[src/u8cc_pkg.sv]
`default_nettype none

package u8cc_pkg;

  // Counter widths of the position trackers.
  localparam int unsigned LINE_BITS   = 20;
  localparam int unsigned COLUMN_BITS = 16;

  // Character kind codes; 1 to 5 name sequences of 2 to 6 bytes.
  localparam logic [2:0] KIND_ASCII = 3'd0;
  localparam logic [2:0] KIND_ERROR = 3'd6;

  localparam logic [7:0] NEWLINE_BYTE = 8'h0A;
  localparam logic [1:0] CONT_TAG     = 2'b10;

  typedef logic [LINE_BITS-1:0]   line_t;
  typedef logic [COLUMN_BITS-1:0] column_t;

  // Decoder state carried from one byte to the next.
  typedef struct packed {
    logic [2:0] owed_continuations;
    logic [2:0] pending_kind;
    line_t      line_count;
    column_t    column_count;
  } dec_state_t;

  // One result word.
  typedef struct packed {
    logic [2:0] char_kind;
    logic [6:0] ascii_value;
    line_t      line_number;
    column_t    column_number;
  } char_word_t;

endpackage

`default_nettype wire

[src/u8cc_byte_if.sv]
`default_nettype none

interface u8cc_byte_if;
  logic       valid;
  logic       ready;
  logic [7:0] in_byte;

  modport source (output valid, output in_byte, input ready);
  modport sink (input valid, input in_byte, output ready);
endinterface

`default_nettype wire

[src/u8cc_char_if.sv]
`default_nettype none

interface u8cc_char_if;
  logic                 valid;
  logic                 ready;
  logic [2:0]           char_kind;
  logic [6:0]           ascii_value;
  u8cc_pkg::line_t      line_number;
  u8cc_pkg::column_t    column_number;

  modport source (output valid, output char_kind, output ascii_value,
                  output line_number, output column_number, input ready);
  modport sink (input valid, input char_kind, input ascii_value,
                input line_number, input column_number, output ready);
endinterface

`default_nettype wire

[src/u8cc_step.sv]
`default_nettype none

module u8cc_step (
  input  wire u8cc_pkg::dec_state_t state,
  input  wire logic [7:0]           in_byte,
  output u8cc_pkg::dec_state_t      state_next,
  output logic                      has_result,
  output u8cc_pkg::char_word_t      result
);

  logic       is_cont;
  logic [2:0] owed_dec;
  logic [2:0] need;
  logic       line_sat;
  logic       column_sat;

  assign is_cont    = (in_byte[7:6] == u8cc_pkg::CONT_TAG);
  assign owed_dec   = state.owed_continuations - 3'd1;
  assign line_sat   = (state.line_count == {u8cc_pkg::LINE_BITS{1'b1}});
  assign column_sat = (state.column_count == {u8cc_pkg::COLUMN_BITS{1'b1}});

  // Number of continuation bytes a lead byte announces; zero for a bad lead.
  always_comb begin
    if (in_byte inside {[8'hC0:8'hDF]}) begin
      need = 3'd1;
    end else if (in_byte inside {[8'hE0:8'hEF]}) begin
      need = 3'd2;
    end else if (in_byte inside {[8'hF0:8'hF7]}) begin
      need = 3'd3;
    end else if (in_byte inside {[8'hF8:8'hFB]}) begin
      need = 3'd4;
    end else if (in_byte inside {[8'hFC:8'hFD]}) begin
      need = 3'd5;
    end else begin
      need = 3'd0;
    end
  end

  // Sequence tracking and position update for one byte.
  always_comb begin
    state_next         = state;
    has_result         = 1'b0;
    result.char_kind   = u8cc_pkg::KIND_ASCII;
    result.ascii_value = 7'd0;
    if (state.owed_continuations != 3'd0) begin
      if (!is_cont) begin
        state_next.owed_continuations = 3'd0;
        state_next.pending_kind       = 3'd0;
        has_result                    = 1'b1;
        result.char_kind              = u8cc_pkg::KIND_ERROR;
      end else begin
        state_next.owed_continuations = owed_dec;
        if (owed_dec == 3'd0) begin
          if (!column_sat) begin
            state_next.column_count = state.column_count + u8cc_pkg::column_t'(1);
          end
          state_next.pending_kind = 3'd0;
          has_result              = 1'b1;
          result.char_kind        = state.pending_kind;
        end
      end
    end else if (!in_byte[7]) begin
      if (in_byte == u8cc_pkg::NEWLINE_BYTE) begin
        if (!line_sat) begin
          state_next.line_count = state.line_count + u8cc_pkg::line_t'(1);
        end
        state_next.column_count = u8cc_pkg::column_t'(1);
      end else if (!column_sat) begin
        state_next.column_count = state.column_count + u8cc_pkg::column_t'(1);
      end
      has_result         = 1'b1;
      result.ascii_value = in_byte[6:0];
    end else if (need == 3'd0) begin
      has_result       = 1'b1;
      result.char_kind = u8cc_pkg::KIND_ERROR;
    end else begin
      state_next.owed_continuations = need;
      state_next.pending_kind       = need;
    end
    // The reported position is the one after the byte; errors leave it as is.
    result.line_number   = state_next.line_count;
    result.column_number = state_next.column_count;
  end

endmodule

`default_nettype wire

[src/utf8_char_classifier_line_col_core.sv]
`default_nettype none

// A result word is registered in the output register once the byte that completes it is
// accepted, unless the sink still holds the output register, when it waits in the skid register.
// Throughput: one byte per cycle while ready is high; the decode and position update fit
// between state and output registers; a skid register takes a word while the sink stalls.
// Ready drops only while the skid register holds a word.
// Reset (synchronous, rst high): line and column return to 1, no sequence pending, output empty.
module utf8_char_classifier_line_col_core (
  input  wire logic  clk,
  input  wire logic  rst,
  u8cc_byte_if.sink  byte_ch,
  u8cc_char_if.source char_ch
);

  u8cc_pkg::dec_state_t state;
  u8cc_pkg::dec_state_t state_next;
  u8cc_pkg::char_word_t step_word;
  u8cc_pkg::char_word_t out_word;
  u8cc_pkg::char_word_t skid_word;
  logic                 has_result;
  logic                 out_valid;
  logic                 skid_valid;
  logic                 take;
  logic                 push;
  logic                 pop;

  u8cc_step u_step (
    .state      (state),
    .in_byte    (byte_ch.in_byte),
    .state_next (state_next),
    .has_result (has_result),
    .result     (step_word)
  );

  assign byte_ch.ready = !skid_valid;
  assign take          = byte_ch.valid && !skid_valid;
  assign push          = take && has_result;
  assign pop           = out_valid && char_ch.ready;

  // Decoder state advances on every accepted byte.
  always_ff @(posedge clk) begin
    if (rst) begin
      state.owed_continuations <= 3'd0;
      state.pending_kind       <= 3'd0;
      state.line_count         <= u8cc_pkg::line_t'(1);
      state.column_count       <= u8cc_pkg::column_t'(1);
    end else if (take) begin
      state <= state_next;
    end
  end

  // Output register with a skid register behind it.
  always_ff @(posedge clk) begin
    if (rst) begin
      out_valid  <= 1'b0;
      skid_valid <= 1'b0;
    end else if (skid_valid) begin
      if (pop) begin
        out_word   <= skid_word;
        skid_valid <= 1'b0;
      end
    end else if (push) begin
      if (out_valid && !pop) begin
        skid_word  <= step_word;
        skid_valid <= 1'b1;
      end else begin
        out_word  <= step_word;
        out_valid <= 1'b1;
      end
    end else if (pop) begin
      out_valid <= 1'b0;
    end
  end

  assign char_ch.valid         = out_valid;
  assign char_ch.char_kind     = out_word.char_kind;
  assign char_ch.ascii_value   = out_word.ascii_value;
  assign char_ch.line_number   = out_word.line_number;
  assign char_ch.column_number = out_word.column_number;

  // The skid register is only filled behind a waiting output word.
  a_skid_behind_out: assert property (@(posedge clk) disable iff (rst)
    skid_valid |-> out_valid)
    else $error("skid word held with empty output register");

  // No more than five continuations are ever owed.
  a_owed_range: assert property (@(posedge clk) disable iff (rst)
    state.owed_continuations <= 3'd5)
    else $error("owed continuation count out of range");

  // Line and column never fall to zero.
  a_pos_nonzero: assert property (@(posedge clk) disable iff (rst)
    (state.line_count != '0) && (state.column_count != '0))
    else $error("position counter reached zero");

  // After a byte that yields a result word is accepted, the output register holds a valid word on the next cycle.
  a_result_shown: assert property (@(posedge clk) disable iff (rst)
    push |=> out_valid)
    else $error("result word lost");

  // A pending kind exists exactly while continuations are owed.
  a_pending_match: assert property (@(posedge clk) disable iff (rst)
    (state.owed_continuations == 3'd0) == (state.pending_kind == 3'd0))
    else $error("pending kind out of step with owed count");

endmodule

`default_nettype wire
[src/flat_wrapper.sv]
// flat-port wrapper written by rule: the top's interface ports become plain ports
module utf8_char_classifier_line_col_core_flat 
  (clk, rst, byte_ch_valid, byte_ch_in_byte, byte_ch_ready, char_ch_valid, char_ch_char_kind, char_ch_ascii_value, char_ch_line_number, char_ch_column_number, char_ch_ready);
  u8cc_byte_if byte_ch_i ();
  u8cc_char_if char_ch_i ();
  input  wire logic clk;
  input  wire logic rst;
  input wire logic [$bits(byte_ch_i.valid)-1:0] byte_ch_valid;
  input wire logic [$bits(byte_ch_i.in_byte)-1:0] byte_ch_in_byte;
  output wire logic [$bits(byte_ch_i.ready)-1:0] byte_ch_ready;
  output wire logic [$bits(char_ch_i.valid)-1:0] char_ch_valid;
  output wire logic [$bits(char_ch_i.char_kind)-1:0] char_ch_char_kind;
  output wire logic [$bits(char_ch_i.ascii_value)-1:0] char_ch_ascii_value;
  output wire logic [$bits(char_ch_i.line_number)-1:0] char_ch_line_number;
  output wire logic [$bits(char_ch_i.column_number)-1:0] char_ch_column_number;
  input wire logic [$bits(char_ch_i.ready)-1:0] char_ch_ready;
  assign byte_ch_i.valid = byte_ch_valid;
  assign byte_ch_i.in_byte = byte_ch_in_byte;
  assign byte_ch_ready = byte_ch_i.ready;
  assign char_ch_valid = char_ch_i.valid;
  assign char_ch_char_kind = char_ch_i.char_kind;
  assign char_ch_ascii_value = char_ch_i.ascii_value;
  assign char_ch_line_number = char_ch_i.line_number;
  assign char_ch_column_number = char_ch_i.column_number;
  assign char_ch_i.ready = char_ch_ready;
  utf8_char_classifier_line_col_core u_core (.clk(clk), .rst(rst), .byte_ch(byte_ch_i), .char_ch(char_ch_i));
endmodule
[config.mk]
export PLATFORM = sky130hd
export DESIGN_NAME = utf8_char_classifier_line_col_core_flat
export DESIGN_NICKNAME = d
export VERILOG_FILES = /design/src/u8cc_pkg.sv /design/src/u8cc_byte_if.sv /design/src/u8cc_char_if.sv /design/src/u8cc_step.sv /design/src/utf8_char_classifier_line_col_core.sv /design/src/flat_wrapper.sv
export SDC_FILE = /design/constraint.sdc
export NUM_CORES = 1
export LEC_CHECK = 0
export ABC_AREA = 1
export BUFFER_PORTS_ARGS = -buffer_cell sky130_fd_sc_hd__buf_2
export CAP_MARGIN = 20
export CELL_PAD_IN_SITES_DETAIL_PLACEMENT = 0
export CELL_PAD_IN_SITES_GLOBAL_PLACEMENT = 2
export CORE_MARGIN = 4
export CORE_UTILIZATION = 36
export CTS_CLUSTER_SIZE = 40
export DETAILED_ROUTE_END_ITERATION = 16
export HOLD_SLACK_MARGIN = 0.02
export PLACE_DENSITY = 0.84
export SLEW_MARGIN = 20
export SYNTH_ARGS = -nofsm -noshare
export SYNTH_HDL_FRONTEND = slang
export SYNTH_SLANG_ARGS = --single-unit
export TNS_END_PERCENT = 30
[constraint.sdc]
create_clock -name clk -period 6.55 [get_ports clk]
set_input_delay 0.9825 -clock clk [delete_from_list [all_inputs] [get_ports clk]]
set_output_delay 0.9825 -clock clk [all_outputs]
set_load 0.01 [all_outputs]
Yosys cells after proc, flatten, opt, wreduce, memory -nomap -nowiden
Cells that the tools add are included.
{ "classes": {"add_sub_neg": 3, "order_cmp": 10, "n_eq_ne": 9, "n_mux": 42, "bitwise": 2, "reduce_logical": 22} }
{ "ops": {"columns": ["cell", "n"], "rows": [
  ["$mux W46", 4],
  ["$mux W16", 5],
  ["$mux W20", 3],
  ["$ge A8 B8 Y1 const B", 5],
  ["$le A8 B8 Y1 const B", 5],
  ["$mux W36", 1],
  ["$mux W3", 11],
  ["$mux W6", 4],
  ["$add A20 B1 Y20 const B", 1],
  ["$eq A20 B20 Y1 const B", 1],
  ["$add A16 B1 Y16 const B", 1],
  ["$eq A16 B16 Y1 const B", 1],
  ["$mux W7", 2],
  ["$mux W1", 12],
  ["$reduce_and A4 Y1", 3],
  ["$logic_and A1 B1 Y1", 9],
  ["$eq A8 B4 Y1 const B", 1],
  ["$logic_not A3 Y1", 2],
  ["$ne A2 B2 Y1 const B", 3],
  ["$reduce_and A3 Y1", 2],
  ["$reduce_bool A2 Y1", 3],
  ["$ne A3 B2 Y1 const B", 1],
  ["$reduce_bool A3 Y1", 1],
  ["$sub A3 B1 Y3 const B", 1],
  ["other kinds (4)", 6]
]} }
{ "totals": {"register_bits": 136, "input_bits": 12, "out_inout_bits": 48, "word_cells": 102} }

Logic depth before layout (Yosys ltp)
Gate-level depths: netlist of run 1.
{ "depth": {"ltp_word": 14, "ltp_mapped": 13, "mapped_depth_nobuf": 13} }

Modules after synthesis
Synthesis of run 1 repeated with hierarchy kept, for this count alone.
{ "hier_totals": {"hier_cells": 963, "hier_area_um2": 7460.9} }
{ "by_module_without_submodules": {"columns": ["module", "instances", "cells_per_inst", "area_per_inst_um2"], "rows": [
  ["utf8_char_classifier_line_col_core", 1, 444, 4948.5],
  ["u8cc_step", 1, 519, 2512.4]
]} }

Worst setup path after synthesis of run 1
No wires, ideal clock.
{ "synth_path": {"kind": "input to register", "startpoint": "in byte_ch_in_byte[5]", "endpoint": "reg u_core.out_word, in the netlist u_core.char_ch.ascii_value[0], enable pin", "setup_ps": 520, "arrival_ps": 5068, "slack_ps": 962, "stages": 9, "path_buffers": 0, "cell_sequence": "inv_1 > nand3_1 > o21ai_0 > nor2_1 > nor2_1 > nand2_1 > nand2_1 > nand3_1 > a21boi_0"} }
{ "synth_between": {"elab_chain_len": 14, "word_cells_on_any_way": 27, "cone_classes": "10 x order compare; 8 x mux; 9 x reduce/logical"} }
{ "synth_rtl": {"columns": ["element", "line", "rtl"], "rows": [
  ["start, declared", "flat_wrapper.sv:9", "input wire logic [$bits(byte_ch_i.in_byte)-1:0] byte_ch_in_byte;"],
  ["$ge A8 B8 Y1 / $le A8 B8 Y1 (equally long branches)", "u8cc_step.sv:32", "end else if (in_byte inside {[8'hFC:8'hFD]}) begin"],
  ["$logic_and A1 B1 Y1", "u8cc_step.sv:32", null],
  ["$mux W3", "u8cc_step.sv:32", null],
  ["$mux W3", "u8cc_step.sv:30", "end else if (in_byte inside {[8'hF8:8'hFB]}) begin"],
  ["$mux W3", "u8cc_step.sv:28", "end else if (in_byte inside {[8'hF0:8'hF7]}) begin"],
  ["$mux W3", "u8cc_step.sv:26", "end else if (in_byte inside {[8'hE0:8'hEF]}) begin"],
  ["$mux W3 (*)", "u8cc_step.sv:24", "if (in_byte inside {[8'hC0:8'hDF]}) begin"],
  ["$logic_not A3 Y1 (*)", "u8cc_step.sv:73", "end else if (need == 3'd0) begin"],
  ["$mux W1 (*)", "u8cc_step.sv:73", null],
  ["$mux W1 (*)", "u8cc_step.sv:62", "end else if (!in_byte[7]) begin"],
  ["$mux W1 (*)", "u8cc_step.sv:45", "if (state.owed_continuations != 3'd0) begin"],
  ["$logic_and A1 B1 Y1 (*)", "utf8_char_classifier_line_col_core.sv:38", "assign push = take && has_result;"],
  ["$reduce_bool A2 Y1 (no source line) (*)", null, null],
  ["$reduce_and A4 Y1 (no source line) (*)", null, null],
  ["end signal, assigned", "utf8_char_classifier_line_col_core.sv:60", "out_word <= skid_word;"],
  ["end signal, assigned", "utf8_char_classifier_line_col_core.sv:68", "out_word <= step_word;"],
  ["end, declared", "utf8_char_classifier_line_col_core.sv:19", "u8cc_pkg::char_word_t out_word;"]
]} }
Every way passes the cells marked *; elsewhere a longest branch is shown, timed or not.
A chain may end at the register's enable or synchronous reset.

Worst setup path in the final report of run 1
{ "layout_path": {"startpoint": "reg u_core.state[39] (netlist name)", "endpoint": "reg u_core.out_word, in the netlist u_core.char_ch.line_number[2], enable pin"} }
{ "layout_between": {"elab_chain_len": 8, "word_cells_on_any_way": 9, "cone_classes": "1 x add/sub; 3 x mux; 5 x reduce/logical"} }
{ "layout_rtl": {"columns": ["element", "line", "rtl"], "rows": [
  ["$sub A3 B1 Y3", "u8cc_step.sv:18", "assign owed_dec = state.owed_continuations - 3'd1;"],
  ["$logic_not A3 Y1", "u8cc_step.sv:53", "if (owed_dec == 3'd0) begin"],
  ["$mux W1", "u8cc_step.sv:53", null],
  ["$mux W1", "u8cc_step.sv:46", "if (!is_cont) begin"],
  ["$mux W1 (*)", "u8cc_step.sv:45", null],
  ["$logic_and A1 B1 Y1 (*)", "utf8_char_classifier_line_col_core.sv:38", null],
  ["$reduce_bool A2 Y1 (no source line) (*)", null, null],
  ["$reduce_and A4 Y1 (no source line) (*)", null, null]
]} }
Marked as above.

==> metrics.md, run 1 <==
| Metric | Value |
|---|---|
| Fraction of registers with async set or reset after synthesis | `0%` |
| Vias post-DR | `5,941` |
| Largest cells by area after synthesis | `edfxtp_1 38%, nand2_1 16%, dfxtp_1 12%` |
| Worst-margin pin slew | `0.898 ns` |
| CP Launch Point | `u_core.state[39]` |
| Clock transition at the registers of the reported paths | `0.06 ns` |
| Top cell type's share of synthesized area | `38.0%` |
| EDFF count, synth | `92` |
| First-pass GRT wire length | `30.8 mm` |
| Synthesized instance count | `916` |
| VDD IR max | `0.000185 V` |
| Final hold violation count | `0` |
| Diode count | `0` |
| Cts hold-fix bufs | `0` |
| Skew-Pair Late Insertion Delay | `0.42 ns` |
| Rel. slew slack | `39.9%` |
| Worst r2r src | `u_core.state[39]` |
| # IOs | `60` |
| Post-CTS Resized | `0` |
| Crit Path Class | `flop to flop` |
| Die Wd | `150 um` |
| Rows | `51` |
| Wirelength per Cell | `15.4 um` |
| Die Area | `22,500 um2` |
| Crit end category | `flop` |
| Area Overhead vs Synth | `15.2%` |
| Slew Viols, Final | `0` |
| Routability-driven placement congestion ratio | `0.844` |
| CP max FO | `37` |
| Mapped Avg Cell Area | `7.93 um2` |
| Total Nets Final | `986` |
| PortBufs | `59` |
| Vias in the first global route | `5,460` |
| Max cap viols | `0` |
| All-layer global routing usage | `18.0%` |
| Setup TNS | `0 ns` |
| Synth cell types | `40` |
| Initial Utilization | `37.0%` |
| Final setup fails | `0` |
| Die height | `150 um` |
| Most used DFF post-synth | `edfxtp_1` |
| Tmin final | `3.11 ns` |
| Maximum clock frequency | `0.321 GHz` |
| Bufs on Longest Clock Path | `2` |
| Register area share after synthesis | `50.2%` |
| Tot Pwr | `2.32 mW` |
| Fraction of layout cells with a size suffix above 1 | `16.3%` |
| Setup Skew | `0.00705 ns` |
| DR pass1 iterations | `5` |
| Number of clock sinks | `136` |
| Warnings from Yosys | `0` |
| CP required | `6.61 ns` |
| DR vias/cell | `4.76` |
| Core outline area | `19,700 um2` |
| Total CTS buffers | `17` |
| Post-CTS Setup Bufs | `0` |
| TritonCTS clock tree | `done` |
| Leading area contributor after synthesis | `edfxtp_1` |
| Worst min-delay path class | `flop to flop` |
| Initial antenna violation count | `0` |
| Post-DP Area | `7810 um2` |
| Mapped Area | `7260 um2` |
| CP arrival | `3.18 ns` |
| Flops & latches, synth | `136` |
| Post-route cell area | `8370 um2` |
| Pin count of the biggest net entering global routing | `50` |
| Synthesized netlist net count | `933` |
| Starting DRT DRC Count | `347` |
| Detailed Route WL | `19.3 mm` |
| RSZ-0062 raised after global routing | `false` |
| Root Driver | `clkbuf_16` |
| Fill cell count | `2,051` |
| HP Start | `u_core.state[40]` |
| Crit share post-route | `47.5%` |
| Status | `complete, no violations` |
| Grt ovf | `0` |
| PD cells | `278 nW/um2` |
| Leak pwr | `3.73 nW` |
| Number of routed nets with antenna violations | `0` |
| H-tree depth | `4` |
| Critical Path Start Type | `flop` |
| DRC viols | `0` |
| Post-detail-place hpwl | `13.6 mm` |
==> report_power, final <==
group	internal (mW)	leakage, nW	switching, mW	total [mW]
registers	0.993	1.22	0.0390	1.03
logic	0.112	2.24	0.264	0.376
clock network	0.498	0.265	0.417	0.915
total	1.60	3.73	0.719	2.32
==> sequential cells by signal, summed over array words and instances (netlist names) <==
name and cells:
u_core.skid_word 46, u_core.state 42, u_core.char_ch.line_number 20, u_core.char_ch.column_number 16
u_core.char_ch.ascii_value 7, u_core.char_ch.char_kind 3, u_core.char_ch.valid 1, u_core.skid_valid 1
==> Yosys cell counts (3+ instances only) <==
| cell | count |
|---|---|
| nor2_1 | 78 |
| inv_2 | 9 |
| a21oi_2 | 3 |
| nand3_1 | 68 |
| nand3_2 | 10 |
| nor2_2 | 8 |
| nand2_2 | 9 |
| a31oi_1 | 9 |
| nor2_4 | 8 |
| buf_2 | 7 |
| edfxtp_1 | 92 |
| inv_1 | 95 |
| nand2_1 | 317 |
| o21ai_0 | 38 |
| nand4_1 | 13 |
| ha_1 | 5 |
| o21ai_2 | 3 |
| dfxtp_1 | 44 |
| nor3_1 | 4 |
| clkbuf_1 | 19 |
| o21ai_1 | 12 |
| xor2_1 | 5 |
| a21oi_1 | 37 |
==> cells in the final DEF (no fill, tap or decap), drive strengths merged, types with 2 or more instances in the layout <==
cell type / count
xnor2: 3
nand3: 79
clkbuf: 17
clkinvlp: 3
o21bai: 2
buf: 65
nand4: 15
inv: 113
xor2: 5
ha: 5
a31oi: 9
nor2: 95
o21ai: 54
clkinv: 3
edfxtp: 92
nand2: 328
a21oi: 40
dfxtp: 44
nor3: 6
==> logic make-up after synthesis <==
logic type	count (synthesis)	share of synthesized area, %
compound gates	108	8.23
flops	136	50.2
fa+ha+maj	5	0.861
simple gates	524	32.2
buf+inv	135	7.35
xor+xnor	8	1.17
==> final timing paths <==
kind	to	slack [ns]	cells past startpoint
worst min register to register	u_core.state[40]	0.50	2
worst max-delay path	u_core.char_ch.line_number[2]	3.44	9
worst min-delay path	u_core.state[40]	0.50	2
worst max register to register	u_core.char_ch.line_number[2]	3.44	9
==> stage by stage <==
step,cells,hold WS (ns),worst slack [ns],utilization [%]
detailed placement,1215,0.486,3.02,39.7
finish,1247,0.496,3.44,42.6
global route,1247,0.507,3.16,42.6
floorplan,916,0.453,0.962,-
global placement,1215,0.469,3.09,39.7
CTS,1247,0.498,3.38,42.6
==> metal layers <==
metal	track usage [%]	vias to the layer above	share of wire (%)
met4	5.08	0	1.1
met5	0	-	0
met3	3.33	15	5.9
met2	24.0	152	38
met1	29.0	2677	55
li1	-	3097	-
==> critical path: stages, from the launching register on <==
cell and delay, ns:
dfxtp_1 0.34, inv_1 0.09, ha_1 0.14, inv_1 0.06, nor2_4 0.59, nor2_1 0.15
nand2_1 0.19, nand3_1 0.24, a21boi_4 0.45, buf_4 0.49
==> cell type report <==
cell class                 instances  area, um2  share of cell area, %
clock buffer                      17        425                   5.08
clock inverter                    15        130                   1.56
inverter                         104        390                   4.67
multi-input combinational        645       3110                   37.1
sequential                       136       3640                   43.5
tap                              265        332                   3.96
timing repair buffer              65        340                   4.07
Power figures use the tool's default switching activity.
==> run 2: changes to the inputs <==
Settings changed: CORE_UTILIZATION 36 to 32, PLACE_DENSITY 0.84 to 0.79.
Clock period 6.55 ns to 2.75 ns, I/O delays scaled along.
==> run 2 against run 1 <==
Compared with the run above:
- utilization shrank 4.3 points
- routed wire length grew 4.0%
- non-clock buffer count grew 9
- clock power grew 130%
- setup slack lost 3.2 ns
- final cell count grew 1.9%
- register-to-register slack lost 3.2 ns
- power grew 140%
- flip-flop and latch count is the same
- via count grew 1.4%
- critical path type unchanged
- largest cell class unchanged
==> metrics.md, run 2 (synthesized netlist as in run 1, its figures left out) <==
| Metric | Value |
|---|---|
| Number of routed nets with antenna violations | `0 (unchanged)` |
| Sequential power share | `44.7% (+0.3 points)` |
| Rows | `54 (+5.9%)` |
| Detailed Route WL | `20.0 mm (+4.0%)` |
| Top reg by flops | `u_core.skid_word` |
| Fin cells | `1,271 (+1.9%)` |
| Setup TNS | `0 ns (unchanged)` |
| Status | `complete, no violations` |
| Vias in the first global route | `5,511 (+0.93%)` |
| Power share of the combinational group | `16.9% (+0.7 points)` |
| RSZ-0062 raised after global routing | `false` |
| DR vias/cell | `4.74 (-0.55%)` |
| Leak pwr | `3.77 nW (+0.93%)` |
| Final hold violation count | `0 (unchanged)` |
| Starting DRT DRC Count | `408 (+18%)` |
| Die height | `159 um (+5.7%)` |
| Post-CTS Setup Bufs | `0 (unchanged)` |
| DRC viols | `0 (unchanged)` |
| Crit share post-route | `90.5% (+43 points)` |
| All-layer global routing usage | `16.5% (-1.5 points)` |
| CP max FO | `37 (unchanged)` |
| Fill cell count | `2,308 (+13%)` |
| Die Wd | `159 um (+5.7%)` |
| Rel. slew slack | `45.3% (+5.4 points)` |
| Area Overhead vs Synth | `16.4%` |
| Vias post-DR | `6,022 (+1.4%)` |
| Initial Utilization | `32.9% (-4.1 points)` |
| Tmin final | `2.49 ns (-0.626 ns)` |
| Wirelength per Cell | `15.8 um (+2.1%)` |
| Sw frac | `30.6% (-0.33 points)` |
| # IOs | `60 (unchanged)` |
| First-pass GRT wire length | `31.8 mm (+3.2%)` |
| Pin count of the biggest net entering global routing | `50 (unchanged)` |
| PortBufs | `59 (unchanged)` |
| Tot Pwr | `5.50 mW (+140%)` |
| Sw Pwr | `1.69 mW (+130%)` |
| Setup Skew | `0.0128 ns (+0.00575 ns)` |
| Diode count | `0 (unchanged)` |
| Clock transition at the registers of the reported paths | `0.06 ns (about the same)` |
| Crit end category | `flop` |
| Number of clock sinks | `136 (unchanged)` |
| Placed Cells | `1,239 (+2.0%)` |
| CP required | `2.85 ns (-3.76 ns)` |
| CP arrival | `2.59 ns (-0.59 ns)` |
| Post-CTS Resized | `0 (unchanged)` |
| Fraction of layout cells with a size suffix above 1 | `17.0% (+0.66 points)` |
| VDD IR max | `0.000331 V (+79%)` |
| Critical Path Start Type | `flop` |
| Core outline area | `22,100 um2 (+12%)` |
| Worst-margin pin slew | `0.818 ns (-0.0803 ns)` |
| Area of the multi-input gates | `3110 um2 (unchanged)` |
| Reg area | `3640 um2 (unchanged)` |
| Final setup fails | `0 (unchanged)` |
| Post-detail-place hpwl | `14.2 mm (+4.6%)` |
| Root Driver | `clkbuf_16` |
| Routability-driven placement congestion ratio | `0.798 (-5.4%)` |
| Final Hold Slack | `0.386 ns (-0.110 ns)` |
| Die Area | `25,200 um2 (+12%)` |
| Bufs on Longest Clock Path | `2 (unchanged)` |
| DR pass1 iterations | `5 (unchanged)` |
| TritonCTS clock tree | `done` |
| Total CTS buffers | `17 (unchanged)` |
| Total Nets Final | `995 (+0.91%)` |
| Initial antenna violation count | `0 (unchanged)` |
| Skew-Pair Late Insertion Delay | `0.42 ns (about the same)` |
| H-tree depth | `4 (unchanged)` |
| Clock power share | `38.4% (-1.0 points)` |
| Cell-internal power | `3.82 mW (+140%)` |
| Grt ovf | `0 (unchanged)` |
| Cts hold-fix bufs | `0 (unchanged)` |
| Most frequent cells in the layout | `317 x nand2_1, 95 x inv_1, 92 x edfxtp_1` |
| Maximum clock frequency | `0.402 GHz (+25%)` |
| Slew Viols, Final | `0 (unchanged)` |
| Max reg flops | `46 (unchanged)` |
| Worst min-delay path class | `input pin to flop` |
| Crit Path Class | `flop to flop` |
| Most common cell after layout, fill and taps aside | `nand2_1` |
| PD cells | `651 nW/um2 (+130%)` |
| Max cap viols | `0 (unchanged)` |
-- run 2: metal layers --
layer	global-route usage, %	part of all wire (%)	up-vias	wire, um
met5	0	0	-	0
met4	4.47	1.0	0	207
met3	2.58	3.5	15	704
met2	21.8	39	120	7790
met1	27.1	57	2776	11300
li1	-	-	3111	-
-- run 2: final cells by class --
cell class | count | share of cell area [%]
Multi-Input combinational cell | 645 | 36.7
Clock buffer | 19 | 5.12
Clock inverter | 13 | 1.15
Tap cell | 280 | 4.14
Inverter | 104 | 4.62
Sequential cell | 136 | 43.1
Timing Repair Buffer | 74 | 5.12
-- run 2: final timing paths --
| path | startpoint | endpoint | slack [ns] | cells past startpoint |
|---|---|---|---|---|
| hold / removal | char_ch_ready | u_core.char_ch.valid | 0.39 | 4 |
| hold reg to reg | u_core.state[40] | u_core.state[40] | 0.50 | 2 |
| setup / recovery | u_core.state[39] | u_core.char_ch.line_number[15] | 0.26 | 9 |
| setup reg to reg | u_core.state[39] | u_core.char_ch.line_number[15] | 0.26 | 9 |
-- run 2: power by group through the flow --
stage	clock, mW	combinational (mW)	sequential (mW)
after floorplan	0	0.596	2.51
after global placement	0	0.934	2.50
after detailed placement	0	0.932	2.50
after CTS	2.18	0.938	2.46
after global routing	2.28	1.05	2.48
final	2.12	0.929	2.46
-- run 2: metrics by stage --
| step | instance area (um2) | utilization, % | setup WS (ns) |
|---|---|---|---|
| 4_1_cts | 8450 | 38.3 | 0.249 |
| 3_5_place_dp | 7920 | 35.9 | 0.265 |
| 5_1_grt | 8450 | 38.3 | 0.0320 |
| 2_1_floorplan | 7280 | - | -0.203 |
| 3_3_place_gp | 7920 | 35.9 | 0.320 |
| 6_report | 8450 | 38.3 | 0.262 |
-- run 2: critical path, stage by stage, from the launching register on --
cell	delay [ns]
dfxtp_1	0.34
inv_1	0.08
ha_1	0.14
inv_1	0.06
nor2_4	0.38
nor2_1	0.12
nand2_1	0.18
nand3_1	0.32
a21boi_4	0.28
buf_12	0.24
